**config.mk**
```make
export PLATFORM = sky130hd
export DESIGN_NAME = stm_cond_mem
export DESIGN_NICKNAME = d
export VERILOG_FILES = /design/src/hdl/assert_macros.svh /design/src/hdl/stm_pkg.sv /design/src/hdl/stm_cond_mem.sv
export SDC_FILE = /design/constraint.sdc
export NUM_CORES = 1
export LEC_CHECK = 0
export BUFFER_PORTS_ARGS = -buffer_cell sky130_fd_sc_hd__buf_2
export CORE_UTILIZATION = 55
export CTS_CLUSTER_DIAMETER = 50
export CTS_CLUSTER_SIZE = 16
export DETAILED_ROUTE_END_ITERATION = 10
export PLACE_DENSITY = 0.71
export SLEW_MARGIN = 25
export SYNTH_ARGS = -nofsm -noshare
export SYNTH_HDL_FRONTEND = slang
export SYNTH_SLANG_ARGS = --single-unit
```
**constraint.sdc**
```tcl
create_clock -name clock -period 4.4 [get_ports clock]
set_input_delay 1.1 -clock clock [delete_from_list [all_inputs] [get_ports clock]]
set_output_delay 1.1 -clock clock [all_outputs]
set_load 0.02 [all_outputs]
```
**src/hdl/assert_macros.svh**
```systemverilog
// Assertion macros shared by the RTL.
// With SYNTH defined, every macro expands to nothing.
`ifndef ASSERT_MACROS_SVH
`define ASSERT_MACROS_SVH

`ifndef SYNTH

// A condition that must hold at every clock edge outside reset.
`define ASSERT_ALWAYS(lbl, clk, rst, expr) \
   lbl: assert property (@(posedge clk) disable iff (rst) (expr)) \
      else $error("assertion failed");

// A condition that must hold in the cycle after the trigger.
`define ASSERT_NEXT(lbl, clk, rst, trig, expr) \
   lbl: assert property (@(posedge clk) disable iff (rst) (trig) |=> (expr)) \
      else $error("assertion failed");

`else

`define ASSERT_ALWAYS(lbl, clk, rst, expr)
`define ASSERT_NEXT(lbl, clk, rst, trig, expr)

`endif

`endif

```
**src/hdl/stm_pkg.sv**
```systemverilog
package stm_pkg;

   // Default table sizes.
   localparam int MAX_TASKS_DEF      = 16;
   localparam int MAX_LIST_ITEMS_DEF = 8;

   // Fixed field widths.
   localparam int NUM_FIELDS = 5;
   localparam int COND_W     = 15;
   localparam int ITEM_W     = 6;
   localparam int TIME_W     = 6;
   localparam int MASK_W     = 16;
   localparam int COUNT_W    = 5;

   // Request actions.
   localparam logic [1:0] ACT_WR_COND = 2'd0;
   localparam logic [1:0] ACT_WR_ITEM = 2'd1;
   localparam logic [1:0] ACT_TICK    = 2'd2;

   // Condition kinds.
   localparam logic [1:0] KIND_SINGLE = 2'd0;
   localparam logic [1:0] KIND_LIST   = 2'd1;
   localparam logic [1:0] KIND_RANGE  = 2'd2;

   // A single value of minus one matches any time value.
   localparam logic signed [6:0] WILDCARD = -7'sd1;

   // Tick time, one zero-extended value per field.
   typedef logic [NUM_FIELDS-1:0][TIME_W-1:0] stm_time_type;

   // Table write request handed to both memories.
   typedef struct packed {
      logic              cond_we;
      logic              list_we;
      logic [3:0]        task_idx;
      logic [2:0]        field_sel;
      logic [2:0]        list_slot;
      logic [COND_W-1:0] cond_word;
      logic [ITEM_W-1:0] item;
   } stm_wr_type;

endpackage

```
**src/hdl/stm_cond_mem.sv**
```systemverilog
module stm_cond_mem
   import stm_pkg::*;
#(
   parameter int MAX_TASKS = MAX_TASKS_DEF,
   parameter int TASK_AW   = 4
) (
   input  logic                           clock,
   input  stm_wr_type                     wr,
   input  logic                           rd_en,
   input  logic [TASK_AW-1:0]             rd_addr,
   output logic [NUM_FIELDS*COND_W-1:0]   rd_data
);

   // One row per task, one lane per time field.
   logic [NUM_FIELDS*COND_W-1:0] mem [MAX_TASKS];
   logic [NUM_FIELDS*COND_W-1:0] rd_data_ff;
   logic                         wr_ok;

   assign wr_ok = wr.cond_we && (32'(wr.task_idx) < MAX_TASKS);

   // Lane write: only the addressed field of the row changes.
   always_ff @(posedge clock) begin
      for (int f = 0; f < NUM_FIELDS; f++) begin
         if (wr_ok && wr.field_sel == 3'(f)) begin
            mem[TASK_AW'(wr.task_idx)][f*COND_W +: COND_W] <= wr.cond_word;
         end
      end
   end

   // Registered read port.
   always_ff @(posedge clock) begin
      if (rd_en) begin
         rd_data_ff <= mem[rd_addr];
      end
   end

   assign rd_data = rd_data_ff;

endmodule

```
# == Yosys cells after proc, flatten, opt, wreduce, memory -nomap -nowiden ==
# Memory sizes are Yosys's and may differ from the RTL's. A register that Yosys moved wholly into a read port is not among the register bits.
# Index checks and enable logic that the tools add are counted.
# op_classes
n_eq_ne,4
n_reduce_logical,6
n_mux,10
# op_table
operator,n
two-way mux 1 bit,10
"equality test 3 x 2 -> 1 bit, second input constant",2
logical AND 1 bit,5
"equality test 3 x 1 -> 1 bit, second input constant",1
"equality test 3 bit, second input constant",1
zero test 3 bit,1
# word_totals
elab_cells,21
out_inout_bits,75
inputBits,39
register_bits,0
ram_bits,1200
memories,1
# mem_list
name,words,width,read_ports,rd_clocked_by_memory_dff,wr,line_no,rtl
mem,16,75,1,1,1,stm_cond_mem.sv:15,logic [NUM_FIELDS*COND_W-1:0] mem [MAX_TASKS];

# == Longest topological paths before layout ==
# logic_depth
ltp_word,4
depth_mapped,6
mapped_depth_nobuf,3

# == Worst setup path after synthesis ==
# Ideal clock, no wire load.
# synth_path
kind,in2reg
startpoint,input wr[32] in the netlist's numbering
endpoint,"memory mem[11][30] in the netlist's numbering, enable pin"
arrival_time_ns,2.441
cell_stages,4
n_path_buf,1
slack_ns,1.573
path_cell_list,nor2b_1 > nand3b_1 > clkbuf_1 > nor2_1
# synth_between
elab_chain_len,3
# synth_lines
element,line_no,rtl
start: declaration,stm_cond_mem.sv:8,"input stm_wr_type wr,"
logical AND 1 bit,stm_cond_mem.sv:24,if (wr_ok && wr.field_sel == 3'(f)) begin
two-way mux 1 bit,stm_cond_mem.sv:24,
two-way mux 1 bit (not written as such),stm_cond_mem.sv:25,mem[TASK_AW'(wr.task_idx)][f*COND_W +: COND_W] <= wr.cond_word;
end: declaration,stm_cond_mem.sv:15,
# No other way between the ends.

==> summary.md <==
| Metric | Value |
|---|---|
| Top layer in use | `met5` |
| Post-Route WL | `~100 mm` |
| First-pass GRT wire length | `~150 mm` |
| # hold bufs at CTS | `0` |
| Hold depth | `3` |
| Remaining antenna violation count | `0` |
| Worst vdd ir | `0.349 mV` |
| Commonest cells after routing, fill and taps aside | `edfxtp_1 (1275), mux4_2 (300), a22oi_1 (150), buf_4 (126), clkbuf_16 (115)` |
| Worst path top cell family by delay | `buffers and inverters` |
| P&R area growth vs syn | `14.0%` |
| Slew Viols, Final | `0` |
| Crit path required time | `between 4000 and 5000 ps` |
| Largest net degree at the start of global routing | `76` |
| Routability cong. | `roughly 0.75` |
| Fin. Hold Viols | `0` |
| Minimum clock period | `around 2800 ps` |
| Clock Latency Late Sink | `between 600 and 700 ps` |
| Ys Warns | `0` |
| Setup TNS | `0 ps` |
| Detailed-route DRC error count | `0` |
| WL/cell | `29.4 um` |
| Starting Density | `55.6%` |
| CTS Buf Count | `about 110` |
| Slowest CP cell | `mux4_2` |
| Final HPWL DP | `a little under 60 mm` |
| Postcts setup bufs | `0` |
| Sequential cell area fraction in the yosys report | `80.7%` |
| CTS root buf | `clkbuf_16` |
| Library cells used by synthesis | `15` |
| Syn nets | `2056` |
| Synthesized area | `around 47000 um^2` |
| # Max-Cap Violations | `0` |
| Hold Startpoint | `mem[12][7]$_DFFE_PP_` |
| Slew headroom | `34.5%` |
| WP buf/inv | `3` |
| Cell with the most instances on the worst path | `buf_12` |
| Nets | `2313` |
| Reg2reg path depth | `3` |
| Port bufs | `roughly 100` |
| Cells after Synth | `2017` |
| Via count | `approximately 22000` |
| Period utilisation layout | `between 60% and 70%` |
| Post-Syn Area per Cell | `approximately 24 um^2` |
| Final WS setup | `between 1500 and 2000 ps` |
| Overflow after GRT | `0` |
| 1st-iter DRT viols | `between 2000 and 2500` |
| Antenna violations before repair | `6` |
| CORE AREA | `between 80000 and 90000 um^2` |
| Die Y | `296 um` |
| Met3 routed WL | `between 8 and 9 mm` |
| Crit-path max FO | `33` |
| Number of global-route vias before repair | `between 20000 and 25000` |
| Worst Tran Pin Value | `983 ps` |
| Post_cts resized | `0` |
| RSZ-0062 raised after global routing | `no` |
| Fmax | `around 360 MHz` |
| Reg-to-reg setup timing slack | `~2700 ps` |
| Critical path's largest stage delay | `530 ps` |
| Clock sink count | `1275` |
| DIE AREA | `87400 um^2` |
| Fill cell count | `5517` |
| DRT Pass-1 Iters | `7` |
| Outcome | `finished clean` |
| WL met1 | `about 39 mm` |
| Worst setup SP type | `primary input` |
| Leak | `about 17 nW` |
| Setup CP Type | `primary input to flip-flop` |
| Layout cells sized above 1 | `about 31%` |
| Hold path endpoint | `rd_data[7]$_DFFE_PP_` |
| Die Span X | `around 300 um` |
| GRT Total Usage | `about a quarter` |
| Vias per cell | `~6.3` |
| HP Class | `flip-flop to flip-flop` |
| Element type at the critical path end | `flip-flop` |
| Critical path, cell by cell | `buf_8 -> buf_12 -> buf_12 -> mux4_2 -> a22oi_1 -> nand2_1` |
| Worst clock skew | `about 17 ps` |
| Clk slew on worst S/H paths | `approximately 70 ps` |
| DR WL met2 | `52.2 mm` |
| Reg2Reg Launch Point | `mem[8][72]$_DFFE_PP_` |
| CTS tree | `done` |
| Reg-to-reg endpoint | `rd_data[72]$_DFFE_PP_` |
| Final setup fails | `0` |
| Most common cell after layout, fill and taps aside | `edfxtp_1` |
| WP data arrival | `roughly 3100 ps` |
| Cell Pwr Density | `roughly 460 nW/um^2` |
| # rows | `107` |
| Deepest clock path buffer count | `3` |
| Pre-CTS setup slack | `~1000 ps` |
| Number of synthesized register bits | `~1300` |
| IO Count | `114` |
| Max H-tree Level | `3` |
[synthesized netlist by cell type (all sizes together)]
cell type	instances	area share [%]
a22oi	150	2.4
and2	1	0.013
buf	51	0.66
clkbuf	53	0.42
edfxtp	1275	81
mux4	300	14
nand2	85	0.67
nand3	8	0.084
nand3b	2	0.032
nand4	1	0.013
nor2	84	0.66
nor2b	7	0.092
[metal layers]
metal  up-vias  global-route usage (%)
met2      1072                    40.0
met5         -                       0
met3       172                    4.22
met4         6                    6.79
li1       9099                       -
met1     11700                    33.7
[worst reg2reg max path, stage by stage, from the launching register on]
cell,delay (ps)
edfxtp_1,370
mux4_2,460
a22oi_1,410
nand2_1,190
[area by class of cell]
cell class              instances  area, um^2  area share (%)
diodes                          3        7.51          0.0139
repair buffers                246        1860            3.44
flip-flops and latches       1275       38300            70.8
multi-input cells             638        8650            16.0
well taps                    1144        1430            2.65
clock buffers                 119        2890            5.35
clock inverters                79         946            1.75
[registers in the layout, summed over array words and instances, names as in the netlist]
name / cells
rd_data: 75
mem: 1200
[through the flow]
step                      power, mW  hold WS, ps  instances  instance area, um^2  utilization (%)
after floorplan                14.4          710       2017                47400                -
after global placement         14.9          733       3301                50200             58.8
after detailed placement       14.9          732       3303                50200             58.9
after CTS                      25.0          745       3501                54100             63.4
after global routing           25.5          778       3501                54100             63.4
final                          24.8          747       3504                54100             63.4
[worst max-delay path by stage]
| stage | depth (start not counted) | slack [ps] | startpoint | end |
|---|---|---|---|---|
| floorplan | 4 | 1570 | wr[32] | mem[11][30]$_DFFE_PP_ |
| global placement | 6 | 1060 | rd_addr[0] | rd_data[69]$_DFFE_PP_ |
| detailed placement | 6 | 1040 | rd_addr[0] | rd_data[68]$_DFFE_PP_ |
| CTS | 6 | 1680 | rd_addr[0] | rd_data[68]$_DFFE_PP_ |
| global route | 6 | 1600 | rd_addr[0] | rd_data[68]$_DFFE_PP_ |
| finish | 6 | 1650 | rd_addr[0] | rd_data[68]$_DFFE_PP_ |
[cell families after synthesis]
family	Yosys count	synth area share [%]
DFF	1275	80.7
AOI/OAI and AO/OA	150	2.37
buffers and inverters	104	1.08
and+or+nand+nor	188	1.57
muxes	300	14.2
[where the power goes]
group | leakage (nW) | switching, mW | internal [mW] | total, mW
Clock | 1.86 | 4.42 | 5.77 | 10.2
Combinational | 3.87 | 0.719 | 0.416 | 1.13
Sequential | 11.5 | 0.0298 | 13.5 | 13.5
Total | 17.3 | 5.17 | 19.7 | 24.8
(Power assumes the default switching activity.)
