`config.mk`:
```
export PLATFORM = sky130hd
export DESIGN_NAME = stm_match_eval
export DESIGN_NICKNAME = d
export VERILOG_FILES = /design/src/hdl/assert_macros.svh /design/src/hdl/stm_pkg.sv /design/src/hdl/stm_match_eval.sv
export SDC_FILE = /design/constraint.sdc
export NUM_CORES = 1
export LEC_CHECK = 0
export ABC_AREA = 1
export ABC_CLOCK_PERIOD_IN_PS = 2800
export BUFFER_PORTS_ARGS = -buffer_cell sky130_fd_sc_hd__buf_2
export CAP_MARGIN = 20
export CORE_ASPECT_RATIO = 0.75
export CORE_MARGIN = 4
export CORE_UTILIZATION = 35
export DETAILED_ROUTE_END_ITERATION = 6
export GPL_TIMING_DRIVEN = 1
export PLACE_DENSITY = 0.67
export SYNTH_ARGS = -nofsm -noshare
export SYNTH_HDL_FRONTEND = slang
export SYNTH_SLANG_ARGS = --single-unit
export TNS_END_PERCENT = 30
```
`constraint.sdc`:
```
create_clock -name vclk -period 2.8
set_clock_uncertainty 0.2 [all_clocks]
set_input_delay 0.14 -clock vclk [all_inputs]
set_output_delay 0.14 -clock vclk [all_outputs]
set_load 0.02 [all_outputs]
```
`src/hdl/assert_macros.svh`:
```
// Assertion macros shared by the RTL.
// With SYNTH defined, every macro expands to nothing.
`ifndef ASSERT_MACROS_SVH
`define ASSERT_MACROS_SVH

`ifndef SYNTH

// A condition that must hold at every clock edge outside reset.
`define ASSERT_ALWAYS(lbl, clk, rst, expr) \
   lbl: assert property (@(posedge clk) disable iff (rst) (expr)) \
      else $error("assertion failed");

// A condition that must hold in the cycle after the trigger.
`define ASSERT_NEXT(lbl, clk, rst, trig, expr) \
   lbl: assert property (@(posedge clk) disable iff (rst) (trig) |=> (expr)) \
      else $error("assertion failed");

`else

`define ASSERT_ALWAYS(lbl, clk, rst, expr)
`define ASSERT_NEXT(lbl, clk, rst, trig, expr)

`endif

`endif

```
`src/hdl/stm_pkg.sv`:
```
package stm_pkg;

   // Default table sizes.
   localparam int MAX_TASKS_DEF      = 16;
   localparam int MAX_LIST_ITEMS_DEF = 8;

   // Fixed field widths.
   localparam int NUM_FIELDS = 5;
   localparam int COND_W     = 15;
   localparam int ITEM_W     = 6;
   localparam int TIME_W     = 6;
   localparam int MASK_W     = 16;
   localparam int COUNT_W    = 5;

   // Request actions.
   localparam logic [1:0] ACT_WR_COND = 2'd0;
   localparam logic [1:0] ACT_WR_ITEM = 2'd1;
   localparam logic [1:0] ACT_TICK    = 2'd2;

   // Condition kinds.
   localparam logic [1:0] KIND_SINGLE = 2'd0;
   localparam logic [1:0] KIND_LIST   = 2'd1;
   localparam logic [1:0] KIND_RANGE  = 2'd2;

   // A single value of minus one matches any time value.
   localparam logic signed [6:0] WILDCARD = -7'sd1;

   // Tick time, one zero-extended value per field.
   typedef logic [NUM_FIELDS-1:0][TIME_W-1:0] stm_time_type;

   // Table write request handed to both memories.
   typedef struct packed {
      logic              cond_we;
      logic              list_we;
      logic [3:0]        task_idx;
      logic [2:0]        field_sel;
      logic [2:0]        list_slot;
      logic [COND_W-1:0] cond_word;
      logic [ITEM_W-1:0] item;
   } stm_wr_type;

endpackage

```
`src/hdl/stm_match_eval.sv`:
```
module stm_match_eval
   import stm_pkg::*;
#(
   parameter int MAX_LIST_ITEMS = MAX_LIST_ITEMS_DEF
) (
   input  logic [NUM_FIELDS*COND_W-1:0]                  cond_row,
   input  logic [NUM_FIELDS*MAX_LIST_ITEMS*ITEM_W-1:0]   list_row,
   input  stm_time_type                                  now,
   output logic                                          hit
);

   logic [NUM_FIELDS-1:0] field_ok;

   // Evaluate the five field conditions of one task side by side.
   always_comb begin
      logic [COND_W-1:0]   cond;
      logic [1:0]          kind;
      logic signed [6:0]   val_a;
      logic [5:0]          val_b;
      logic [TIME_W-1:0]   t;
      logic signed [6:0]   t_s;
      logic                list_hit;
      logic [ITEM_W-1:0]   item;

      for (int f = 0; f < NUM_FIELDS; f++) begin
         cond  = cond_row[f*COND_W +: COND_W];
         kind  = cond[1:0];
         val_a = $signed(cond[8:2]);
         val_b = cond[14:9];
         t     = now[f];
         t_s   = $signed({1'b0, t});

         // A list matches when any of its first val_b items equals the time.
         list_hit = 1'b0;
         for (int i = 0; i < MAX_LIST_ITEMS; i++) begin
            item = list_row[(f*MAX_LIST_ITEMS + i)*ITEM_W +: ITEM_W];
            if (6'(i) < val_b && item == t) begin
               list_hit = 1'b1;
            end
         end

         case (kind)
            KIND_SINGLE: field_ok[f] = (val_a == WILDCARD) || (val_a == t_s);
            KIND_LIST:   field_ok[f] = list_hit;
            KIND_RANGE:  field_ok[f] = (t_s >= val_a) && (t <= val_b);
            default:     field_ok[f] = 1'b0;
         endcase
      end
   end

   assign hit = &field_ok;

endmodule

```
Word-level counts from Yosys, hierarchy flattened
Cells that the tools add are included. Widths: inputs -> output; s select.

Register bits after elaboration: 0. Latch bits: 0. Bits in writable memories: 0. ROM bits: 0. Bits of input ports: 345. Output and inout bits: 1. Word-level logic and storage cells: 211. Memories kept: 0.

Add/sub/neg operators: 0. Multipliers: 0. Div/mod/pow operators: 0. $lt $le $gt $ge: 50. Eq/ne operators: 60. Shift-type cells: 0. Muxes and demuxes: 45. Bitwise operators: 0. Reduce and logical (&&, ||, !) cells: 56.

Operators by type and width (count): $eq 6x6->1 (40); $lt 3x6->1 const A (20); $lt 1x6->1 const A (10); $lt 2x6->1 const A (10); $logic_and 1x1->1 (45); $mux 1 (40); $eq 7x1->1 const B (5); $eq 7x7->1 (5); $ge 7x7->1 (5); $le 6x6->1 (5); $pmux 1 s3 (5); $eq 2x1->1 const B (5); $eq 2x2->1 const B (5); $logic_not 2->1 (5); $logic_or 1x1->1 (5); $reduce_and 5->1 (1).

Longest topological paths before layout
Depth after elaboration: 12. Mapped depth: 15. Depth with buffers taken out: 14.

Worst setup path before layout
No wires, ideal clock.

Path type: in2out. Start point: input port now[24] (netlist name). End point: output port hit. Arrival time: 1648 ps. Required time: 2460 ps. Slack: 812 ps. Stages: 10. Path buffers: 1. Path through: buf_6 -> inv_4 -> ha_1 -> nand2_1 -> or4_1 -> nand3_1 -> nand3_1 -> a21oi_2 -> nand2_1 -> nor3_2.

Cells in the longest elaborated chain, start to end: 12. Elaborated cells between the ends (all ways): 31. Classes of those cells: order compare (2); eq/ne (9); mux (9); reduce/logical (11).

RTL lines: start, declared (line stm_match_eval.sv:8) `input stm_time_type now,`; $eq 6x6->1 (line stm_match_eval.sv:37) `if (6'(i) < val_b && item == t) begin`; $logic_and 1x1->1 (line stm_match_eval.sv:37); $mux 1 (8 in series) (line stm_match_eval.sv:37); $pmux 1 s3 * (line stm_match_eval.sv:42) `case (kind)`; $reduce_and 5->1 * (line stm_match_eval.sv:51) `assign hit = &field_ok;`; end, declared (line stm_match_eval.sv:9) `output logic hit`.

Every way passes the cells marked *; elsewhere a longest branch is shown, timed or not.

Final worst setup path
Start point: input port now[29] (netlist name). End point: output port hit.

The elaborated chain is that of the path after synthesis.

==> flow_metrics.tcl <==
set metrics [dict create \
    firstDrtPassIters 5 \
    syn_area_per_cell_um2 5.29 \
    yosysSeqAreaShare 0 \
    vias 7444 \
    met3_usage 0.0204 \
    grt_use_met1 0.284 \
    yosys.area.top_type_share 0.229 \
    drt_iter0_markers 301 \
    io_pins 346 \
    worst_slew_pin_slew_ns 0.387 \
    cp_data_arrival_time_ns 1.89 \
    worstSetupEndpointType "primary output" \
    min-delay-path-class "primary input to primary output" \
    clock_buffers 0 \
    setup_viol 0 \
    grt-busiest-layer "met2" \
    fin_crit_ns 2.23 \
    max_slew_margin 0.740 \
    vias_per_cell 4.54 \
    layout_common_cells "nand2_1 (359), buf_2 (346), inv_1 (168)" \
    drv_slew 0 \
    track_usage 0.205 \
    crit_path_start "now[29]" \
    grt_pass1_wl_um 32600 \
    p_per_area_nw_per_um2 139 \
    grt_pass1_vias 6903 \
    globalplace.congestion 0.907 \
    yosysTopAreaCell "nand2_1" \
    crit_type "primary input to primary output" \
    wirelength_um 21000 \
    post_cts_buffers 0 \
    final.setup.tns_ns 0 \
    core_um2 16300 \
    hpwl_um 18800 \
    syn_area_um2 5900 \
    synth_nets 1520 \
    placed_cells 1641 \
    drv_cap 0 \
    layoutNonFillerInstCount 1641 \
    synthTopCellsByArea "nand2_1 (23%), xor2_1 (16%), ha_1 (13%)" \
    diodes 0 \
    cp_slowest_cell "ha_1" \
    drive_gt1_frac 0.262 \
    ir_drop_mv 0.0778 \
    outcome "finished clean" \
    overflow 0 \
    die_h_um 120 \
    row_count 40 \
    synth.distinct_cells 38 \
    drcViolationCount 0 \
    yosys_warnings 0 \
    slowest_delay_ns 0.31 \
    crit_fanout 10 \
    seqCellArea_um2 0 \
    p_leak_nw 4.89 \
    cts-hold-fix-buffers 0 \
    die_w_um 158 \
    crit_chain "buf_2, ha_1, nand2_1, nor2_1, o21ai_0, inv_1, o21ai_0, o21ai_0, nand2_1, nand3_1, a21oi_2, nand2_1, nor3_2, buf_2" \
    area.growth.synth_to_final_pct 29.5 \
    syn_inst 1115 \
    drt-wirelength-per-cell_um 12.8 \
    finalHoldViolCount 0 \
    timing.final.crit_share 0.796 \
    critical_path_required_ns 2.46 \
    initial_utilization 0.363 \
    final_common_cell "nand2_1" \
    cp.depth 14 \
    grt_util_met2 0.355 \
    cts_resized 0 \
    critPathCapture "hit" \
    crit_family "buffers and inverters" \
    seq_cells 0 \
    antenna_left 0 \
    grt_setup_unrepaired "no" \
    crit_buf_inv 3 \
    critPathLaunchType "primary input" \
    grt_start_max_net_pins 14 \
    finalNetCount 1838 \
    fmax_mhz 449 \
    antenna_found_initial 1 \
    dieArea_um2 19000 \
    port-buffer-count 346 \
]
==> cells by family (layout without fill, tap and decap cells) <==
| kind of cell | count (synthesis) | count (layout) | synth area share |
|---|---|---|---|
| and+or+nand+nor | 614 | 614 | 0.425 |
| buffers and inverters | 214 | 530 | 0.163 |
| xor gates and xnor gates | 128 | 128 | 0.190 |
| AOI/OAI and AO/OA | 99 | 99 | 0.0951 |
| adders and majority gates | 60 | 60 | 0.127 |
==> routing by layer <==
metal,vias to the layer above,part of all wire
li1,4070,-
met1,3133,0.47
met2,223,0.46
met3,16,0.064
met4,2,0.0086
met5,-,0.00033
==> cells in the mapped netlist (all sizes together) <==
| cell type | instances |
|---|---|
| nand3 | 54 |
| o21a | 2 |
| inv | 184 |
| o21ai | 36 |
| a21oi | 42 |
| ha | 60 |
| nor4 | 4 |
| nand4 | 18 |
| o22ai | 4 |
| o21bai | 2 |
| or2 | 14 |
| xnor2 | 20 |
| a21boi | 2 |
| nor4b | 1 |
| a21o | 1 |
| nor3 | 12 |
| buf | 30 |
| or4 | 1 |
| a221oi | 1 |
| a32o | 1 |
| nor2 | 148 |
| xor2 | 108 |
| o32ai | 2 |
| o211ai | 6 |
| nand2 | 362 |
==> how the worst min path moves through the flow <==
stage                            start  endpoint  slack (ns)  depth (start not counted)
after CTS                 cond_row[60]       hit        0.49                          5
final                     cond_row[60]       hit        0.49                          5
after detailed placement  cond_row[60]       hit        0.49                          5
after floorplan           cond_row[60]       hit        0.24                          3
after global routing      cond_row[60]       hit        0.53                          5
after global placement    cond_row[60]       hit        0.49                          5
==> metrics by stage <==
step	worst slack, ns	cell area (µm²)	hold WS [ns]	power [mW]	util
after floorplan	0.812	5900	0.239	0.646	-
after global routing	0.290	7640	0.533	1.22	0.469
after CTS	0.564	7640	0.490	1.06	0.469
final	0.572	7640	0.486	1.06	0.469
after global placement	0.570	7640	0.485	1.04	0.469
after detailed placement	0.559	7640	0.489	1.06	0.469
==> where the power goes <==
part / total (mW) / internal [mW] / switching [mW]
registers: 0 / 0 / 0
logic: 1.06 / 0.470 / 0.589
clock network: 0 / 0 / 0
==> tightest hold or removal path, stage by stage <==
cell     delay (ns)
buf_2          0.10
a21oi_2        0.05
nand2_1        0.06
nor3_2         0.04
buf_2          0.16
==> final cells by class <==
class | instances | area, µm²
Multi-Input combinational cell | 901 | 4940
Timing Repair Buffer | 346 | 1730
Tap cell | 210 | 263
Inverter | 184 | 703
Fill cell | 1756 | 8630
Power figures use the tool's default switching activity.
