File: config.mk
export PLATFORM = sky130hd
export DESIGN_NAME = stm_list_mem
export DESIGN_NICKNAME = d
export VERILOG_FILES = /design/src/hdl/assert_macros.svh /design/src/hdl/stm_pkg.sv /design/src/hdl/stm_list_mem.sv
export SDC_FILE = /design/constraint.sdc
export NUM_CORES = 2
export LEC_CHECK = 0
export BUFFER_PORTS_ARGS = -buffer_cell sky130_fd_sc_hd__buf_2
export CORE_MARGIN = 5
export CORE_UTILIZATION = 55
export DETAILED_ROUTE_END_ITERATION = 10
export PLACE_DENSITY = 0.71
export SLEW_MARGIN = 40
export SYNTH_ARGS = -nofsm -noshare
export SYNTH_HDL_FRONTEND = slang
export SYNTH_SLANG_ARGS = --single-unit
File: constraint.sdc
create_clock -name clock -period 3.04 [get_ports clock]
set_input_delay 0.304 -clock clock [delete_from_list [all_inputs] [get_ports clock]]
set_output_delay 0.304 -clock clock [all_outputs]
set_load 0.05 [all_outputs]
File: src/hdl/assert_macros.svh
// Assertion macros shared by the RTL.
// With SYNTH defined, every macro expands to nothing.
`ifndef ASSERT_MACROS_SVH
`define ASSERT_MACROS_SVH

`ifndef SYNTH

// A condition that must hold at every clock edge outside reset.
`define ASSERT_ALWAYS(lbl, clk, rst, expr) \
   lbl: assert property (@(posedge clk) disable iff (rst) (expr)) \
      else $error("assertion failed");

// A condition that must hold in the cycle after the trigger.
`define ASSERT_NEXT(lbl, clk, rst, trig, expr) \
   lbl: assert property (@(posedge clk) disable iff (rst) (trig) |=> (expr)) \
      else $error("assertion failed");

`else

`define ASSERT_ALWAYS(lbl, clk, rst, expr)
`define ASSERT_NEXT(lbl, clk, rst, trig, expr)

`endif

`endif

File: src/hdl/stm_pkg.sv
package stm_pkg;

   // Default table sizes.
   localparam int MAX_TASKS_DEF      = 16;
   localparam int MAX_LIST_ITEMS_DEF = 8;

   // Fixed field widths.
   localparam int NUM_FIELDS = 5;
   localparam int COND_W     = 15;
   localparam int ITEM_W     = 6;
   localparam int TIME_W     = 6;
   localparam int MASK_W     = 16;
   localparam int COUNT_W    = 5;

   // Request actions.
   localparam logic [1:0] ACT_WR_COND = 2'd0;
   localparam logic [1:0] ACT_WR_ITEM = 2'd1;
   localparam logic [1:0] ACT_TICK    = 2'd2;

   // Condition kinds.
   localparam logic [1:0] KIND_SINGLE = 2'd0;
   localparam logic [1:0] KIND_LIST   = 2'd1;
   localparam logic [1:0] KIND_RANGE  = 2'd2;

   // A single value of minus one matches any time value.
   localparam logic signed [6:0] WILDCARD = -7'sd1;

   // Tick time, one zero-extended value per field.
   typedef logic [NUM_FIELDS-1:0][TIME_W-1:0] stm_time_type;

   // Table write request handed to both memories.
   typedef struct packed {
      logic              cond_we;
      logic              list_we;
      logic [3:0]        task_idx;
      logic [2:0]        field_sel;
      logic [2:0]        list_slot;
      logic [COND_W-1:0] cond_word;
      logic [ITEM_W-1:0] item;
   } stm_wr_type;

endpackage

File: src/hdl/stm_list_mem.sv
module stm_list_mem
   import stm_pkg::*;
#(
   parameter int MAX_TASKS      = MAX_TASKS_DEF,
   parameter int MAX_LIST_ITEMS = MAX_LIST_ITEMS_DEF,
   parameter int TASK_AW        = 4
) (
   input  logic                                          clock,
   input  stm_wr_type                                    wr,
   input  logic                                          rd_en,
   input  logic [TASK_AW-1:0]                            rd_addr,
   output logic [NUM_FIELDS*MAX_LIST_ITEMS*ITEM_W-1:0]   rd_data
);

   localparam int ROW_W = NUM_FIELDS * MAX_LIST_ITEMS * ITEM_W;

   // One row per task holding every list item of all five fields.
   logic [ROW_W-1:0] mem [MAX_TASKS];
   logic [ROW_W-1:0] rd_data_ff;
   logic             wr_ok;

   assign wr_ok = wr.list_we && (32'(wr.task_idx) < MAX_TASKS);

   // Item write: only the addressed item lane of the row changes.
   always_ff @(posedge clock) begin
      for (int f = 0; f < NUM_FIELDS; f++) begin
         for (int s = 0; s < MAX_LIST_ITEMS; s++) begin
            if (wr_ok && wr.field_sel == 3'(f) && 32'(wr.list_slot) == s) begin
               mem[TASK_AW'(wr.task_idx)][(f*MAX_LIST_ITEMS + s)*ITEM_W +: ITEM_W]
                  <= wr.item;
            end
         end
      end
   end

   // Registered read port.
   always_ff @(posedge clock) begin
      if (rd_en) begin
         rd_data_ff <= mem[rd_addr];
      end
   end

   assign rd_data = rd_data_ff;

endmodule

Word level (Yosys, flattened, before mapping)
Memories as Yosys holds them, arrays and structs flattened. A register that Yosys moved wholly into a read port is not among the register bits.
Index checks and enable logic that the tools add are counted.
{"block": "word_totals", "register_bits": 0, "ram_bits": 3840, "in_bits": 39, "out_inout_bits": 240, "elab_cells": 139, "n_memories": 1}
{"memory": "mem", "words": 16, "word_bits": 240, "rd": 1, "rd_ports_with_merged_regs": 1, "write_ports": 1, "line_no": "stm_list_mem.sv:18", "rtl": "logic [ROW_W-1:0] mem [MAX_TASKS];"}
{"block": "classes", "n_eq_ne": 11, "mux": 80, "reduce_logical": 47}
{"operator": "$mux 1", "count": 80}
{"operator": "$logic_and 1x1->1", "count": 45}
{"operator": "$eq 3x3->1 const B", "count": 5}
{"operator": "$eq 3x2->1 const B", "count": 4}
{"operator": "$eq 3x1->1 const B", "count": 2}
{"operator": "$logic_not 3->1", "count": 2}

Longest topological paths before layout
{"block": "depth", "ltp_word": 5, "depth_mapped": 8, "depth_no_buf": 3}

Worst setup path after synthesis
OpenSTA, ideal clock, no wires.
{"block": "synth_timing", "path_kind": "in2reg", "startpoint": "input port rd_addr[0]", "endpoint": "register rd_data_ff[12] (netlist: rd_data[12]), read port of mem (data pin)", "setup_time_ns": 0.259, "arrival_time_ns": 1.777, "required_time_ns": 2.781, "path_slack_ns": 1.004, "stages": 7, "n_path_buf": 4, "cell_sequence": "buf_2 -> buf_6 -> buf_4 -> buf_2 -> mux4_2 -> a22oi_1 -> nand2_1"}
{"element": "start: declaration", "line_no": "stm_list_mem.sv:11", "rtl": "input logic [TASK_AW-1:0] rd_addr,"}
{"element": "end: declaration", "line_no": "stm_list_mem.sv:19", "rtl": "logic [ROW_W-1:0] rd_data_ff;"}

Worst setup path after layout
{"block": "layout_timing", "startpoint": "register rd_data_ff[77] (netlist: rd_data[77]), read port of mem", "endpoint": "output port rd_data[77]"}
{"element": "end: declaration", "line_no": "stm_list_mem.sv:12", "rtl": "output logic [NUM_FIELDS*MAX_LIST_ITEMS*ITEM_W-1:0] rd_data"}
No word-level cell between the ends.

==> impl_metrics.py <==
metrics = {
    "run_status": {
        "status": "finished clean",
    },
    "critical_path": {
        "critPathSlowestCell": "edfxtp_1",
        "reg2regPathDepth": 3,
        "cp-end-kind": "output port",
        "arrival_ns": 1.75,
        "critPathBufInv": 1,
        "worstSetupPathType": "register to output port",
        "crit_family": "flip-flops",
        "path_cells": "buf_2",
        "startpoint_type": "register",
        "crit_cells": 1,
        "required_ns": 2.74,
        "worstPathMaxFanout": 1,
        "cpPeakStageDelay_ns": 0.49,
    },
    "cells_and_area": {
        "final-seq-area_sq_um": 123000,
        "fin_util_pct": 63.6,
        "layout.nets": 7924,
        "drive_above_1_share_pct": 29.9,
        "stdcell_count": 12000,
        "multi_input_area_sq_um": 30200,
        "fillers": 18100,
        "synthToLayoutAreaGrowth_pct": 15.0,
    },
    "clocking": {
        "clock_path_buffers": 4,
        "postCtsSetupBuffers": 0,
        "clock_sinks": 4080,
        "cts_tree": "yes",
        "insertion_delay_ns": 0.96,
        "htreeDepth": 5,
        "numCtsBuffers": 400,
        "clk_pin_slew_ns": 0.06,
        "root_buffer": "clkbuf_16",
    },
    "run": {
        "drv_cap": 0,
    },
    "placed_design": {
        "gp_congestion": 0.810,
        "dp_hpwl_mm": 233,
        "pre_cts_ws_ns": 0.282,
        "place_inst": 11200,
        "port_buffers": 262,
    },
    "routing": {
        "route.detailed.drc": 0,
        "drtIter0Drc": 10100,
        "vias_per_cell": 6.42,
        "wl_mm": 389,
        "postRouteAntennaNets": 0,
        "via_count": 76800,
        "post_drt_wl_per_cell_microns": 32.5,
        "dr.pass1.iters": 6,
    },
    "sta": {
        "finalWorstSetupSlack_ns": 0.987,
        "rsz0062_at_grt": "false",
        "period_share_pct": 67.5,
        "finalClockSkew_ns": 0.0578,
        "fin_crit_ns": 2.05,
        "clock.fmax_ghz": 0.487,
        "setup_violations": 0,
        "worst_pin_slew_ns": 0.922,
        "timing_hold_violations_final": 0,
        "fin_setup_tns_ns": 0,
        "final_max_slew_viol_count": 0,
        "max_slew_margin_pct": 38.5,
    },
    "global_route": {
        "grt_pass1_wl_mm": 562,
        "grt_pass1_vias": 78600,
        "grt_overflow": 0,
        "grt_antenna_before_repair": 29,
        "grt_max_degree": 129,
        "grtUsageTotal_pct": 26.6,
    },
    "synth": {
        "synthTopCellsByArea": "edfxtp_1 (79%), mux4_2 (13%), a22oi_1 (1.9%)",
        "syn_inst": 7097,
        "synth_area_sq_um": 154000,
        "ys_ff_latch": 4080,
        "yosysWarnings": 0,
        "synth_top_area_share_pct": 79.3,
        "syn_area_per_cell_sq_um": 21.8,
        "ys_seq_area_share_pct": 79.3,
        "yosysUniqueCellTypes": 30,
        "yosysTopAreaCell": "edfxtp_1",
        "syn_nets": 7136,
    },
    "power_and_ir_drop": {
        "p_per_area_nw_per_um2": 662,
        "power.leakage_nw": 56.6,
        "finalPower_mw": 118,
        "vdd_drop_max_mv": 0.523,
    },
    "die": {
        "start_util_pct": 55.3,
        "die_y_microns": 540,
        "core.rowCount": 194,
        "die_area_sq_um": 291000,
        "ioPinCount": 279,
        "die_w_microns": 540,
        "core-area_sq_um": 279000,
    },
    "worst_hold_path": {
        "hp-class": "primary input to register",
        "worstHoldPathCells": 4,
    },
}
## cells by family (layout without fill, tap and decap cells)
kind of cell	after synthesis	after routing	share of synthesized area, %
other	0	19	0
flip-flops	4080	4080	79.3
buffers and inverters	446	1563	1.31
multiplexers	1081	1081	14.3
AND/OR/NAND/NOR	971	971	2.57
AO/OA/AOI/OAI	519	519	2.54
## cell usage in the layout, fill, tap and decap left out, drive strengths merged, types with 65 or more instances in the layout
cell / netlist / routed
edfxtp: 4080 / 4080
mux4: 880 / 880
clkbuf: 223 / 482
clkinv: 0 / 188
buf: 223 / 824
nor2: 645 / 645
nor2b: 65 / 65
mux2: 144 / 144
a22oi: 384 / 384
nand2: 210 / 210
## synthesized netlist by cell type (all sizes together)
master and count:
nor2 645, nand2b 27, nand3 6, o221ai 55, clkbuf 223, o22a 16, edfxtp 4080, a22oi 384
o21ai 39, mux2 144, nor3b 3, nor2b 65, nor4b 1, a221oi 25, and2 3, nor3 1
mux2i 57, nand4 1, nand2 210, and3b 3, and3 1, buf 223, and4b 1, or2 1
nor4bb 3, mux4 880
## where the power goes
part           internal [mW]  switching, mW
combinational           2.08           4.46
sequential              62.3          0.142
clock                   27.6           21.2
total                   91.9           25.8
## state kept, by name (all words and copies together) (netlist names)
name / count
mem: 3840
rd_data: 240
## worst paths after layout
kind / start / slack [ns] / endpoint
min reg2reg: mem[14][61]$_DFFE_PP_ / 0.74 / rd_data[61]$_DFFE_PP_
min: wr[23] / 0.10 / mem[7][157]$_DFFE_PP_
max: rd_data[77]$_DFFE_PP_ / 0.99 / rd_data[77]
max reg2reg: mem[7][29]$_DFFE_PP_ / 1.04 / rd_data[29]$_DFFE_PP_
## per-layer routing
| metal | global-route usage [%] | part of all wire (%) | vias to the layer above |
|---|---|---|---|
| met5 | 0 | 0.0054 | - |
| met4 | 9.56 | 3.8 | 4 |
| met3 | 4.71 | 9.7 | 698 |
| met2 | 43.0 | 49 | 4488 |
| met1 | 37.1 | 37 | 40500 |
| li1 | - | - | 31100 |
## stage by stage
step | instance area [sq um] | hold slack, ns
floorplan | 154000 | 0.403
global placement | 165000 | 0.737
detailed placement | 165000 | 0.735
CTS | 178000 | 0.00926
global route | 178000 | 0.0789
finish | 178000 | 0.101
## final cells by class
class,instances,area share [%]
repair buffers,832,4.13
flip-flops and latches,4080,69.0
clock inverters,250,1.44
clock buffers,481,5.84
multi-input cells,2571,17.0
diodes,19,0.0268
well taps,3724,2.62
## repair_timing
item,CTS,global route
resized for setup,0,0
endpoints found under the hold margin,391,0
hold buffers,7,0
Note: power is estimated with default switching activity, not from simulation.
